## config.mk

```make
export PLATFORM = sky130hd
export DESIGN_NAME = postfix_expression_evaluator
export DESIGN_NICKNAME = d
export VERILOG_FILES = /design/src/hdl/rpn_pkg.sv /design/src/hdl/rpn_front.sv /design/src/hdl/rpn_queue.sv /design/src/hdl/rpn_div.sv /design/src/hdl/rpn_back.sv /design/src/hdl/postfix_expression_evaluator.sv
export SDC_FILE = /design/constraint.sdc
export NUM_CORES = 2
export LEC_CHECK = 0
export ABC_AREA = 1
export ABC_CLOCK_PERIOD_IN_PS = 9600
export BUFFER_PORTS_ARGS = -buffer_cell sky130_fd_sc_hd__buf_4
export CAP_MARGIN = 10
export CORE_AREA = 4 4 461 418
export DETAILED_ROUTE_END_ITERATION = 16
export DIE_AREA = 0 0 465 422
export PLACE_DENSITY = 0.76
export SYNTH_ARGS = -nofsm -noshare
export SYNTH_HDL_FRONTEND = slang
export SYNTH_SLANG_ARGS = --single-unit
```

## constraint.sdc

```tcl
create_clock -name clk -period 9.6 [get_ports clk]
set_input_delay 0 -clock clk [delete_from_list [all_inputs] [get_ports clk]]
set_output_delay 0 -clock clk [all_outputs]
set_load 0.01 [all_outputs]
```

## src/hdl/rpn_pkg.sv

```systemverilog
// rpn_pkg: shared types, constants and helpers for the postfix evaluator
// used by every module under hdl; depends on nothing else
`default_nettype none

package rpn_pkg;

  // stack geometry and word size
  localparam int STACK_DEPTH = 64;
  localparam int WORD_BITS   = 32;
  localparam int SP_BITS     = $clog2(STACK_DEPTH + 1);
  localparam int ADDR_BITS   = (STACK_DEPTH > 1) ? $clog2(STACK_DEPTH) : 1;
  localparam int CNT_BITS    = $clog2(WORD_BITS);

  // result item fields
  localparam int VALUE_BITS  = 32;
  localparam int STATUS_BITS = 2;
  localparam int OUT_BITS    = ((VALUE_BITS + STATUS_BITS + 7) / 8) * 8;
  localparam int PAD_BITS    = OUT_BITS - VALUE_BITS - STATUS_BITS;

  // command queue between front and back, power of two
  localparam int QUEUE_DEPTH = 2;
  localparam int QUEUE_BITS  = $clog2(QUEUE_DEPTH);

  // ascii codes
  localparam logic [7:0] CH_ZERO  = 8'h30;
  localparam logic [7:0] CH_NINE  = 8'h39;
  localparam logic [7:0] CH_PLUS  = 8'h2B;
  localparam logic [7:0] CH_MINUS = 8'h2D;
  localparam logic [7:0] CH_TIMES = 8'h2A;
  localparam logic [7:0] CH_SLASH = 8'h2F;

  typedef enum logic [2:0] {
    OP_PUSH,
    OP_ADD,
    OP_SUB,
    OP_MUL,
    OP_DIV,
    OP_DROP
  } op_t;

  typedef enum logic [1:0] {
    ST_OK    = 2'd0,
    ST_UNDER = 2'd1,
    ST_OVER  = 2'd2,
    ST_DIV0  = 2'd3
  } status_t;

  typedef enum logic [1:0] {
    S_IDLE,
    S_OPER,
    S_DIV,
    S_EMIT
  } state_t;

  // one classified character
  typedef struct packed {
    op_t        op;
    logic [3:0] digit;
    logic       last;
  } cmd_t;

  // sticky status: first error of an expression is kept
  function automatic status_t flag_status(status_t cur, status_t code);
    return (cur == ST_OK) ? code : cur;
  endfunction

endpackage

`default_nettype wire

```

## src/hdl/rpn_front.sv

```systemverilog
// rpn_front: input handshake and character classification
// depends on rpn_pkg; feeds rpn_queue
`default_nettype none

module rpn_front (
  input  wire logic        s_tvalid,
  output logic             s_tready,
  input  wire logic [7:0]  s_tdata,   // [7:0] symbol
  input  wire logic        s_tlast,   // last
  output logic             q_valid,
  input  wire logic        q_ready,
  output rpn_pkg::cmd_t    q_cmd
);
  import rpn_pkg::*;

  // handshake passes straight to the queue
  assign q_valid  = s_tvalid;
  assign s_tready = q_ready;

  // classify the character
  always_comb begin
    q_cmd.last  = s_tlast;
    q_cmd.digit = 4'd0;
    if (s_tdata >= CH_ZERO && s_tdata <= CH_NINE) begin
      q_cmd.op    = OP_PUSH;
      q_cmd.digit = 4'(s_tdata - CH_ZERO);
    end else begin
      case (s_tdata)
        CH_PLUS:  q_cmd.op = OP_ADD;
        CH_MINUS: q_cmd.op = OP_SUB;
        CH_TIMES: q_cmd.op = OP_MUL;
        CH_SLASH: q_cmd.op = OP_DIV;
        default:  q_cmd.op = OP_DROP;
      endcase
    end
  end

endmodule

`default_nettype wire

```

## src/hdl/rpn_queue.sv

```systemverilog
// rpn_queue: short command queue between front and back
// depends on rpn_pkg
`default_nettype none

module rpn_queue (
  input  wire logic          clk,
  input  wire logic          rst,
  input  wire logic          in_valid,
  output logic               in_ready,
  input  wire rpn_pkg::cmd_t in_cmd,
  output logic               out_valid,
  input  wire logic          out_ready,
  output rpn_pkg::cmd_t      out_cmd
);
  import rpn_pkg::*;

  cmd_t                slot [QUEUE_DEPTH];
  logic [QUEUE_BITS-1:0] wptr;
  logic [QUEUE_BITS-1:0] rptr;
  logic [QUEUE_BITS:0]   fill;
  logic                  push;
  logic                  pop;

  assign in_ready  = fill != (QUEUE_BITS + 1)'(QUEUE_DEPTH);
  assign out_valid = fill != '0;
  assign out_cmd   = slot[rptr];
  assign push      = in_valid && in_ready;
  assign pop       = out_valid && out_ready;

  // pointers and fill level
  always_ff @(posedge clk) begin
    if (rst) begin
      wptr <= '0;
      rptr <= '0;
      fill <= '0;
    end else begin
      if (push) wptr <= wptr + 1'b1;
      if (pop)  rptr <= rptr + 1'b1;
      if (push && !pop)      fill <= fill + 1'b1;
      else if (pop && !push) fill <= fill - 1'b1;
    end
  end

  // entry storage
  always_ff @(posedge clk) begin
    if (push) slot[wptr] <= in_cmd;
  end

endmodule

`default_nettype wire

```

## src/hdl/rpn_div.sv

```systemverilog
// rpn_div: iterative signed divider, one quotient bit per cycle, truncating
// depends on rpn_pkg; divisor is never zero when started
`default_nettype none

module rpn_div (
  input  wire logic                          clk,
  input  wire logic                          rst,
  input  wire logic                          start,
  input  wire logic [rpn_pkg::WORD_BITS-1:0] dividend,
  input  wire logic [rpn_pkg::WORD_BITS-1:0] divisor,
  output logic                               done,
  output logic [rpn_pkg::WORD_BITS-1:0]      quotient
);
  import rpn_pkg::*;

  logic                 busy;
  logic [CNT_BITS-1:0]  count;
  logic [WORD_BITS-1:0] rem;
  logic [WORD_BITS-1:0] quo;
  logic [WORD_BITS-1:0] den;
  logic                 neg;
  logic [WORD_BITS+1:0] trial;
  logic [WORD_BITS-1:0] mag_a;
  logic [WORD_BITS-1:0] mag_b;

  // operand magnitudes
  assign mag_a = dividend[WORD_BITS-1] ? (~dividend + 1'b1) : dividend;
  assign mag_b = divisor[WORD_BITS-1]  ? (~divisor + 1'b1)  : divisor;

  // trial subtraction of the shifted remainder
  assign trial = {1'b0, rem, quo[WORD_BITS-1]} - {2'b00, den};

  assign quotient = neg ? (~quo + 1'b1) : quo;

  // iteration control
  always_ff @(posedge clk) begin
    if (rst) begin
      busy  <= 1'b0;
      done  <= 1'b0;
      count <= '0;
    end else begin
      done <= 1'b0;
      if (start) begin
        busy  <= 1'b1;
        count <= CNT_BITS'(WORD_BITS - 1);
      end else if (busy) begin
        count <= count - 1'b1;
        if (count == '0) begin
          busy <= 1'b0;
          done <= 1'b1;
        end
      end
    end
  end

  // restoring division datapath
  always_ff @(posedge clk) begin
    if (start) begin
      rem <= '0;
      quo <= mag_a;
      den <= mag_b;
      neg <= dividend[WORD_BITS-1] ^ divisor[WORD_BITS-1];
    end else if (busy) begin
      if (!trial[WORD_BITS+1]) begin
        rem <= trial[WORD_BITS-1:0];
        quo <= {quo[WORD_BITS-2:0], 1'b1};
      end else begin
        rem <= {rem[WORD_BITS-2:0], quo[WORD_BITS-1]};
        quo <= {quo[WORD_BITS-2:0], 1'b0};
      end
    end
  end

endmodule

`default_nettype wire

```

## src/hdl/rpn_back.sv

```systemverilog
// rpn_back: executes queued commands on the operand stack, holds the result register
// depends on rpn_pkg and rpn_div
`default_nettype none

module rpn_back (
  input  wire logic                            clk,
  input  wire logic                            rst,
  input  wire logic                            cmd_valid,
  output logic                                 cmd_ready,
  input  wire rpn_pkg::cmd_t                   cmd,
  output logic                                 out_valid,
  input  wire logic                            out_ready,
  output logic [rpn_pkg::VALUE_BITS-1:0]       out_value,
  output rpn_pkg::status_t                     out_status
);
  import rpn_pkg::*;

  state_t               state;
  state_t               state_next;
  cmd_t                 cur;
  logic [SP_BITS-1:0]   sp;
  logic [SP_BITS-1:0]   sp_next;
  logic [SP_BITS-1:0]   sp_pop;
  status_t              status;
  status_t              status_next;
  status_t              st_pop;
  logic [WORD_BITS-1:0] tos;
  logic [WORD_BITS-1:0] tos_next;

  // stack below the top word; top lives in tos
  logic [WORD_BITS-1:0] stack_mem [STACK_DEPTH];
  logic [WORD_BITS-1:0] rdata;
  logic                 rd_en;
  logic                 wr_en;
  logic [ADDR_BITS-1:0] raddr;
  logic [ADDR_BITS-1:0] waddr;

  logic                 div_start;
  logic                 div_done;
  logic [WORD_BITS-1:0] div_quo;
  logic                 emit;

  logic                 has_rhs;
  logic                 has_lhs;
  logic                 stack_full;
  logic                 rhs_zero;
  logic [WORD_BITS-1:0] rhs;
  logic [WORD_BITS-1:0] lhs;

  // operand selection in the execute step
  assign has_rhs    = sp != '0;
  assign has_lhs    = sp >= SP_BITS'(2);
  assign stack_full = sp == SP_BITS'(STACK_DEPTH);
  assign rhs        = has_rhs ? tos : '0;
  assign lhs        = has_lhs ? rdata : '0;
  assign rhs_zero   = rhs == '0;
  assign sp_pop     = has_lhs ? (sp - SP_BITS'(2)) : '0;
  assign st_pop     = has_lhs ? status : flag_status(status, ST_UNDER);

  // next state
  always_comb begin
    state_next = state;
    case (state)
      S_IDLE: begin
        if (cmd_valid) begin
          if (cmd.op == OP_PUSH) state_next = cmd.last ? S_EMIT : S_IDLE;
          else                   state_next = S_OPER;
        end
      end
      S_OPER: begin
        if (cur.op == OP_DIV && !rhs_zero) state_next = S_DIV;
        else                               state_next = cur.last ? S_EMIT : S_IDLE;
      end
      S_DIV: begin
        if (div_done) state_next = cur.last ? S_EMIT : S_IDLE;
      end
      S_EMIT: begin
        if (!out_valid || out_ready) state_next = S_IDLE;
      end
      default: state_next = S_IDLE;
    endcase
  end

  // control outputs
  always_comb begin
    cmd_ready = state == S_IDLE;
    rd_en     = (state == S_IDLE) && cmd_valid && (cmd.op != OP_PUSH);
    raddr     = (cmd.op == OP_DROP) ? ADDR_BITS'(sp - SP_BITS'(3))
                                    : ADDR_BITS'(sp - SP_BITS'(2));
    wr_en     = (state == S_IDLE) && cmd_valid && (cmd.op == OP_PUSH) &&
                has_rhs && !stack_full;
    waddr     = ADDR_BITS'(sp - SP_BITS'(1));
    div_start = (state == S_OPER) && (cur.op == OP_DIV) && !rhs_zero;
    emit      = (state == S_EMIT) && (!out_valid || out_ready);
  end

  // stack pointer, top word and sticky status
  always_comb begin
    sp_next     = sp;
    tos_next    = tos;
    status_next = status;
    case (state)
      S_IDLE: begin
        if (cmd_valid && cmd.op == OP_PUSH) begin
          if (stack_full) begin
            status_next = flag_status(status, ST_OVER);
          end else begin
            sp_next  = sp + 1'b1;
            tos_next = WORD_BITS'(cmd.digit);
          end
        end
      end
      S_OPER: begin
        status_next = st_pop;
        case (cur.op)
          OP_ADD: begin
            tos_next = lhs + rhs;
            sp_next  = sp_pop + 1'b1;
          end
          OP_SUB: begin
            tos_next = lhs - rhs;
            sp_next  = sp_pop + 1'b1;
          end
          OP_MUL: begin
            tos_next = WORD_BITS'(lhs * rhs);
            sp_next  = sp_pop + 1'b1;
          end
          OP_DIV: begin
            sp_next = sp_pop + 1'b1;
            if (rhs_zero) begin
              tos_next    = '0;
              status_next = flag_status(st_pop, ST_DIV0);
            end
          end
          default: begin
            tos_next = rdata;
            sp_next  = sp_pop;
          end
        endcase
      end
      S_DIV: begin
        if (div_done) tos_next = div_quo;
      end
      S_EMIT: begin
        if (emit) begin
          sp_next     = '0;
          status_next = ST_OK;
        end
      end
      default: ;
    endcase
  end

  // control registers
  always_ff @(posedge clk) begin
    if (rst) begin
      state     <= S_IDLE;
      sp        <= '0;
      status    <= ST_OK;
      out_valid <= 1'b0;
    end else begin
      state  <= state_next;
      sp     <= sp_next;
      status <= status_next;
      if (emit)           out_valid <= 1'b1;
      else if (out_ready) out_valid <= 1'b0;
    end
  end

  // payload registers
  always_ff @(posedge clk) begin
    tos <= tos_next;
    if (state == S_IDLE && cmd_valid) cur <= cmd;
    if (emit) begin
      out_value  <= has_rhs ? VALUE_BITS'(tos) : '0;
      out_status <= has_rhs ? status : flag_status(status, ST_UNDER);
    end
  end

  // stack memory
  always_ff @(posedge clk) begin
    if (wr_en) stack_mem[waddr] <= tos;
    if (rd_en) rdata <= stack_mem[raddr];
  end

  // iterative divider for the / command
  rpn_div u_div (
    .clk      (clk),
    .rst      (rst),
    .start    (div_start),
    .dividend (lhs),
    .divisor  (rhs),
    .done     (div_done),
    .quotient (div_quo)
  );

endmodule

`default_nettype wire

```

## src/hdl/postfix_expression_evaluator.sv

```systemverilog
// postfix_expression_evaluator: top level, front, command queue and execution back end
// back end per character: a digit is pushed in the idle state; + - * / and other characters
// pass the operate state, and / with a nonzero divisor then waits for the iterative divider
// a last character adds the emit state, which waits for a free output and registers m_tvalid
// the two-entry queue takes characters while the back end works, then stalls
// rst is synchronous: stack empty, status clear, no result pending; stack words stay undefined
`default_nettype none

module postfix_expression_evaluator (
  input  wire logic                        clk,
  input  wire logic                        rst,
  input  wire logic                        s_tvalid,
  output logic                             s_tready,
  input  wire logic [7:0]                  s_tdata,  // [7:0] symbol
  input  wire logic                        s_tlast,  // last
  output logic                             m_tvalid,
  input  wire logic                        m_tready,
  output logic [rpn_pkg::OUT_BITS-1:0]     m_tdata   // [31:0] value, [33:32] status, zeros above
);
  import rpn_pkg::*;

  logic                  fq_valid;
  logic                  fq_ready;
  cmd_t                  fq_cmd;
  logic                  qb_valid;
  logic                  qb_ready;
  cmd_t                  qb_cmd;
  logic [VALUE_BITS-1:0] res_value;
  status_t               res_status;

  // classification front
  rpn_front u_front (
    .s_tvalid (s_tvalid),
    .s_tready (s_tready),
    .s_tdata  (s_tdata),
    .s_tlast  (s_tlast),
    .q_valid  (fq_valid),
    .q_ready  (fq_ready),
    .q_cmd    (fq_cmd)
  );

  // decoupling queue
  rpn_queue u_queue (
    .clk       (clk),
    .rst       (rst),
    .in_valid  (fq_valid),
    .in_ready  (fq_ready),
    .in_cmd    (fq_cmd),
    .out_valid (qb_valid),
    .out_ready (qb_ready),
    .out_cmd   (qb_cmd)
  );

  // execution back end
  rpn_back u_back (
    .clk        (clk),
    .rst        (rst),
    .cmd_valid  (qb_valid),
    .cmd_ready  (qb_ready),
    .cmd        (qb_cmd),
    .out_valid  (m_tvalid),
    .out_ready  (m_tready),
    .out_value  (res_value),
    .out_status (res_status)
  );

  // result packing
  assign m_tdata = {{PAD_BITS{1'b0}}, res_status, res_value};

endmodule

`default_nettype wire

```

==> Word-level counts from Yosys, hierarchy flattened <==
Memory sizes are Yosys's and may differ from the RTL's. A register that Yosys moved wholly into a read port is not among the register bits.
Index checks and enable logic that the tools add are counted.
Widths: inputs -> output; s select.
{ "totals": {"reg_bits": 190, "ram_bits": 2064, "in_bits": 13, "output_inout_bits": 42, "elab_cells": 171, "mem_count": 2} }
{ "mem_list": {"columns": ["name", "words", "word_bits", "rd", "rd_clocked_by_memory_dff", "write_ports", "line", "text"], "rows": [
  ["u_back.stack_mem", 64, 32, 1, 1, 1, "rpn_back.sv:31", "logic [WORD_BITS-1:0] stack_mem [STACK_DEPTH];"],
  ["u_queue.slot", 2, 8, 1, 1, 1, "rpn_queue.sv:17", "cmd_t slot [QUEUE_DEPTH];"]
]} }
{ "classes": {"n_addsub": 17, "mul": 1, "order_cmp": 3, "eq_ne": 23, "n_mux": 60, "bitwise": 5, "reduce_logical": 40} }
{ "ops": {"columns": ["op", "n"], "rows": [
  ["$mux 32", 11],
  ["$pmux 32 s4", 1],
  ["$add 32x1->32 const B", 3],
  ["$not 32->32", 3],
  ["$pmux 32 s3", 1],
  ["$mux 2", 19],
  ["$mux 7", 5],
  ["$sub 33x32->34", 1],
  ["$add 32x32->32", 1],
  ["$eq 8x6->1 const B", 4],
  ["$logic_not 32->1", 1],
  ["$mul 32x32->32", 1],
  ["$sub 32x32->32", 1],
  ["$mux 31", 1],
  ["$pmux 7 s3", 1],
  ["$add 7x1->7 const B", 2],
  ["$logic_and 1x1->1", 14],
  ["$mux 1", 13],
  ["$ne 2x1->1 const B", 6],
  ["$pmux 3 s4", 1],
  ["$mux 5", 2],
  ["$reduce_and 5->1", 2],
  ["$reduce_bool 3->1", 3],
  ["$ge 8x6->1 const B", 1],
  ["other kinds (36)", 51]
]} }

==> Logic depth before layout (Yosys ltp) <==
{ "depth": {"ltp_word": 8, "depth_mapped": 43} }

==> Modules after synthesis <==
From an unflattened synthesis, not the netlist that was laid out.
{ "unflattened": {"hier_cells": 10464, "hier_area_um2": 114621.2} }
{ "modules_own_cells": {"columns": ["mod", "instances", "cells_each", "area_per_inst_um2", "seq_area_each_um2"], "rows": [
  ["rpn_back", 1, 8897, 104052.3, 64802.2],
  ["rpn_div", 1, 1463, 9509.1, 2732.6],
  ["rpn_queue", 1, 62, 825.8, 580.6],
  ["rpn_front", 1, 35, 185.2, 0.0],
  ["postfix_expression_evaluator", 1, 7, 48.8, 0.0]
]} }

==> Worst setup path before layout <==
No wires, ideal clock.
{ "synth_timing": {"path_type": "reg2reg", "start": "register u_back.tos[8]", "end": "register u_back.tos[29] (data pin)", "setup_ns": 0.270, "arrival_ns": 7.589, "required_time_ns": 9.330, "path_slack_ns": 1.741, "path_stages_with_launch": 28, "synth_period_minus_slack_ns": 7.859, "cell_sequence": "edfxtp_1 > nand2_1 > inv_1 > clkbuf_1 > clkbuf_1 > nand2_1 > fa_1 > fa_1 > fa_1 > fa_1 > fa_1 > inv_1 > fa_1 > fa_1 > fa_1 > ha_1 > nand2_1 > nor4_1 > nand3_1 > nand3_1 > nand2_1 > nand2_1 > a21o_1 > a21oi_1 > o21ai_0 > nand3_1 > nand2_1 > a21oi_1"} }
{ "synth_between": {"elab_chain_cells": 4, "elab_cells_between_ends": 6, "classes_between": "add/sub (2); mul (1); mux (3)"} }
{ "synth_lines": {"columns": ["element", "line", "text"], "rows": [
  ["from (decl)", "rpn_back.sv:27", "logic [WORD_BITS-1:0] tos;"],
  ["from (signal assigned)", "rpn_back.sv:172", "tos <= tos_next;"],
  ["$mux 32 *", "rpn_back.sv:54", "assign rhs = has_rhs ? tos : '0;"],
  ["net u_back.rhs[8]", "rpn_back.sv:47", "logic [WORD_BITS-1:0] rhs;"],
  ["$mul 32x32->32 (tied with other cells)", "rpn_back.sv:125", "tos_next = WORD_BITS'(lhs * rhs);"],
  ["$pmux 32 s4 *", "rpn_back.sv:115", "case (cur.op)"],
  ["$pmux 32 s3 *", "rpn_back.sv:102", "case (state)"],
  ["net u_back.tos_next[29]", "rpn_back.sv:28", "logic [WORD_BITS-1:0] tos_next;"]
]} }
Mark *: on every way through the listed nets, which the timed path passes. The rest lies on a longest branch.
A chain may end at the register's enable or synchronous reset.

==> Worst setup path in the final report <==
{ "layout_timing": {"start": "register u_back.sp[0]", "end": "register u_back.tos[24] (data pin)"} }
{ "layout_between": {"elab_chain_cells": 5, "elab_cells_between_ends": 9, "classes_between": "add/sub (2); mul (1); order compare (1); mux (4); reduce/logical (1)"} }
{ "layout_lines": {"columns": ["element", "line", "text"], "rows": [
  ["from (decl)", "rpn_back.sv:21", "logic [SP_BITS-1:0] sp;"],
  ["from (signal assigned)", "rpn_back.sv:163", "sp <= sp_next;"],
  ["$ge 7x2->1 / $reduce_bool 7->1 (equally long branches)", "rpn_back.sv:52, rpn_back.sv:51", null],
  ["$mux 32 (on tied branches)", "rpn_back.sv:55, rpn_back.sv:54", null],
  ["$mul 32x32->32 (tied with other cells)", "rpn_back.sv:125", null],
  ["$pmux 32 s4 *", "rpn_back.sv:115", null],
  ["$pmux 32 s3 *", "rpn_back.sv:102", null],
  ["net u_back.tos_next[24]", "rpn_back.sv:28", null]
]} }
Marked as above.

==> flow_metrics.py <==
metrics = {
    "critical_path": {
        "path_common_cell": "fa_1",
        "path_depth": 32,
        "reg2reg_from": "u_back.sp[0]",
        "ff2ff_setup_slack_ps": 240,
        "reg2reg_depth": 32,
        "crit_required_ps": 10160,
        "arrival_ps": 9930,
        "r2r-end": "u_back.tos[24]",
        "end_kind": "flip-flop",
        "crit_buf_inv": 7,
        "crit_family": "adder cells",
        "slowest_delay_ps": 670,
        "path_max_fanout": 10,
        "slowest_stage": "inv_1",
        "critPathLaunchType": "flip-flop",
        "crit_type": "flip-flop to flip-flop",
    },
    "global_routing": {
        "grt_max_degree": 197,
        "antenna_found_initial": 23,
        "grt_pass1_vias": 80000,
        "use_met1_pct": 56.6,
        "grt-busiest-layer": "met2",
        "gr-usage-met3_pct": 11.1,
        "grt_pass1_wl_mm": 559,
        "track_usage_pct": 39.5,
        "use_met2_pct": 57.2,
        "grt_overflow": 0,
    },
    "finish": {
        "finalNonFillerCells": 12800,
        "area_growth_pct": 10.2,
        "mostFrequentLayoutCells": "2231 x edfxtp_1, 1794 x nor2_1, 1566 x o21ai_0",
        "fin_nets": 10700,
        "nFillCells": 13900,
        "drive_above_1_share_pct": 7.74,
        "fin_area_mm2": 0.124,
        "layout_commonest_cell": "edfxtp_1",
    },
    "logic_synthesis": {
        "synth_cell_types": 66,
        "syn_inst": 10100,
        "syn_area_mm2": 0.112,
        "avgSynthCellArea_um2": 11.1,
        "synthFlopType": "edfxtp_1",
        "ys_ff_latch": 2287,
        "ys_seq_area_share_pct": 60.7,
        "yosysWarnings": 0,
        "synth-async-reset-ratio_pct": 0,
        "synth_enable_flop_cells": 2231,
    },
    "floorplanning": {
        "initial_core_util_pct": 59.8,
        "pin_count": 55,
        "dieWidth_um": 465,
        "die_area_mm2": 0.196,
        "core_mm2": 0.188,
        "rows": 151,
        "die_h_um": 422,
    },
    "drt": {
        "vias": 83800,
        "firstDrtPassIters": 7,
        "wl_mm": 393,
        "drtIter0Drc": 14100,
        "routedWlPerCell_um": 30.7,
        "drc": 0,
        "vias_per_cell": 6.55,
        "antenna_left": 0,
    },
    "clocking": {
        "h-tree-depth": 4,
        "clkTransAtPathRegs_ps": 80,
        "cts_buffer_depth": 3,
        "clkLatencyLatePin_ps": 890,
        "post_cts_buffers": 0,
        "clock-root-buffer": "clkbuf_16",
        "cts_tree": "yes",
        "cts.sinks": 2287,
        "cts_buffers": 212,
    },
    "placed_design": {
        "dp_hpwl_mm": 249,
        "dpl.cell_count": 12400,
        "routabilityCongestion": 0.992,
        "port_buffers": 48,
        "placed_cell_area_mm2": 0.116,
    },
    "sta": {
        "whs_ps": 124,
        "setup_viol": 0,
        "fmax_mhz": 107,
        "tns_ps": 0,
        "worst_pin_slew_ps": 1380,
        "fin_crit_ps": 9360,
        "slew_headroom_pct": 8.05,
        "clock_skew_ps": 73.6,
        "finalMaxSlewViolations": 0,
        "rsz0062_at_grt": "false",
        "finalCritPeriodShare_pct": 97.5,
        "finalHoldViolCount": 0,
    },
    "min_path": {
        "whs_path_depth": 6,
        "min_from": "s_tvalid",
        "hp-class": "input port to flip-flop",
        "min_to": "u_queue.wptr",
    },
    "job": {
        "cap_viol_max_count": 0,
    },
    "status": {
        "run_status": "finished, final reports clean",
    },
}
## layer usage
layer | wire length [um] | up-vias
met5 | 191 | -
met4 | 18500 | 26
met3 | 53100 | 930
met2 | 169000 | 6027
met1 | 152000 | 41200
li1 | - | 35600
## state kept, by name (all words and copies together), names as in the netlist, 2 cells and up, named ones only
register            count
u_back.cur              4
u_back.out_status       2
u_back.out_value       32
u_back.rdata           32
u_back.sp               7
u_back.stack_mem     2048
u_back.state            2
u_back.status           2
u_back.tos             32
u_back.u_div.count      5
u_back.u_div.den       32
u_back.u_div.quo       32
u_back.u_div.rem       32
u_queue.fill            2
u_queue.slot           16
## cell type report
type                            count  area, um^2  share of cell area [%]
Antenna cell                        9        22.5                  0.0182
Clock buffer                      260        5560                    4.50
Clock inverter                    119        1230                    1.00
Inverter                          770        2940                    2.38
Multi-Input combinational cell   6443       39300                    31.9
Sequential cell                  2287       68100                    55.1
Tap cell                         2524        3160                    2.56
Timing Repair Buffer              376        3140                    2.54
## cells in the mapped netlist (13+ instances only)
cell type	n	area, um^2
a21oi_1	252	1260
a31oi_1	25	156
buf_1	24	90.1
buf_2	37	185
clkbuf_1	523	1960
clkinv_1	24	90.1
dfxtp_1	56	1120
edfxtp_1	2231	67000
fa_1	410	8210
ha_1	204	2550
inv_1	730	2740
nand2_1	897	3370
nand3_1	223	1120
nand4_1	26	163
nor2_1	1862	6990
nor3_1	50	250
nor4_1	13	81.3
o211ai_1	41	308
o21ai_0	1566	7840
o21ai_1	13	65.1
o221ai_1	201	1760
o22ai_1	439	2750
xnor2_1	17	149
xor2_1	72	631
## how the worst max path moves through the flow
stage	from	endpoint	slack [ps]
after floorplan	u_back.tos[8]	u_back.tos[29]	1740
after global placement	u_back.sp[0]	u_back.tos[29]	520
after detailed placement	u_back.sp[1]	u_back.tos[31]	490
after CTS	u_back.sp[1]	u_back.tos[24]	460
after global routing	u_back.sp[0]	u_back.tos[28]	4
final	u_back.sp[0]	u_back.tos[24]	240
## per-stage QoR
stage                     util, %  worst slack (ps)
after floorplan                 -              1740
after global placement       62.1               521
after detailed placement     62.1               485
after CTS                    65.8               464
after global routing         65.8              4.16
final                        65.8               237
## logic make-up after synthesis
kind of cell | count (synthesis) | synth area share [%]
AND/OR/NAND/NOR | 3129 | 11.1
AO/OA/AOI/OAI | 2601 | 13.1
flip-flops | 2287 | 60.7
buffers and inverters | 1369 | 4.71
adder cells (fa/ha/maj) | 614 | 9.60
XOR/XNOR | 91 | 0.736
multiplexers | 2 | 0.0179
other | 1 | 0.00334
## repair_timing
| item | CTS | global route |
|---|---|---|
| setup endpoints to repair | 0 | 4 |
| hold buffers | 21 | 0 |
| resized for setup | 0 | 5 |
| endpoints found under the hold margin | 90 | 0 |
## tightest hold or removal path: stages
cell and delay (ps):
dlygate4sd3_1 540, buf_4 110, nand2_1 70, inv_1 90
o21ai_0 80, nor2_1 80
Power is left out: the tool's default activity adds up to more than one toggle a clock period on the data nets, which glitch-free logic cannot reach.
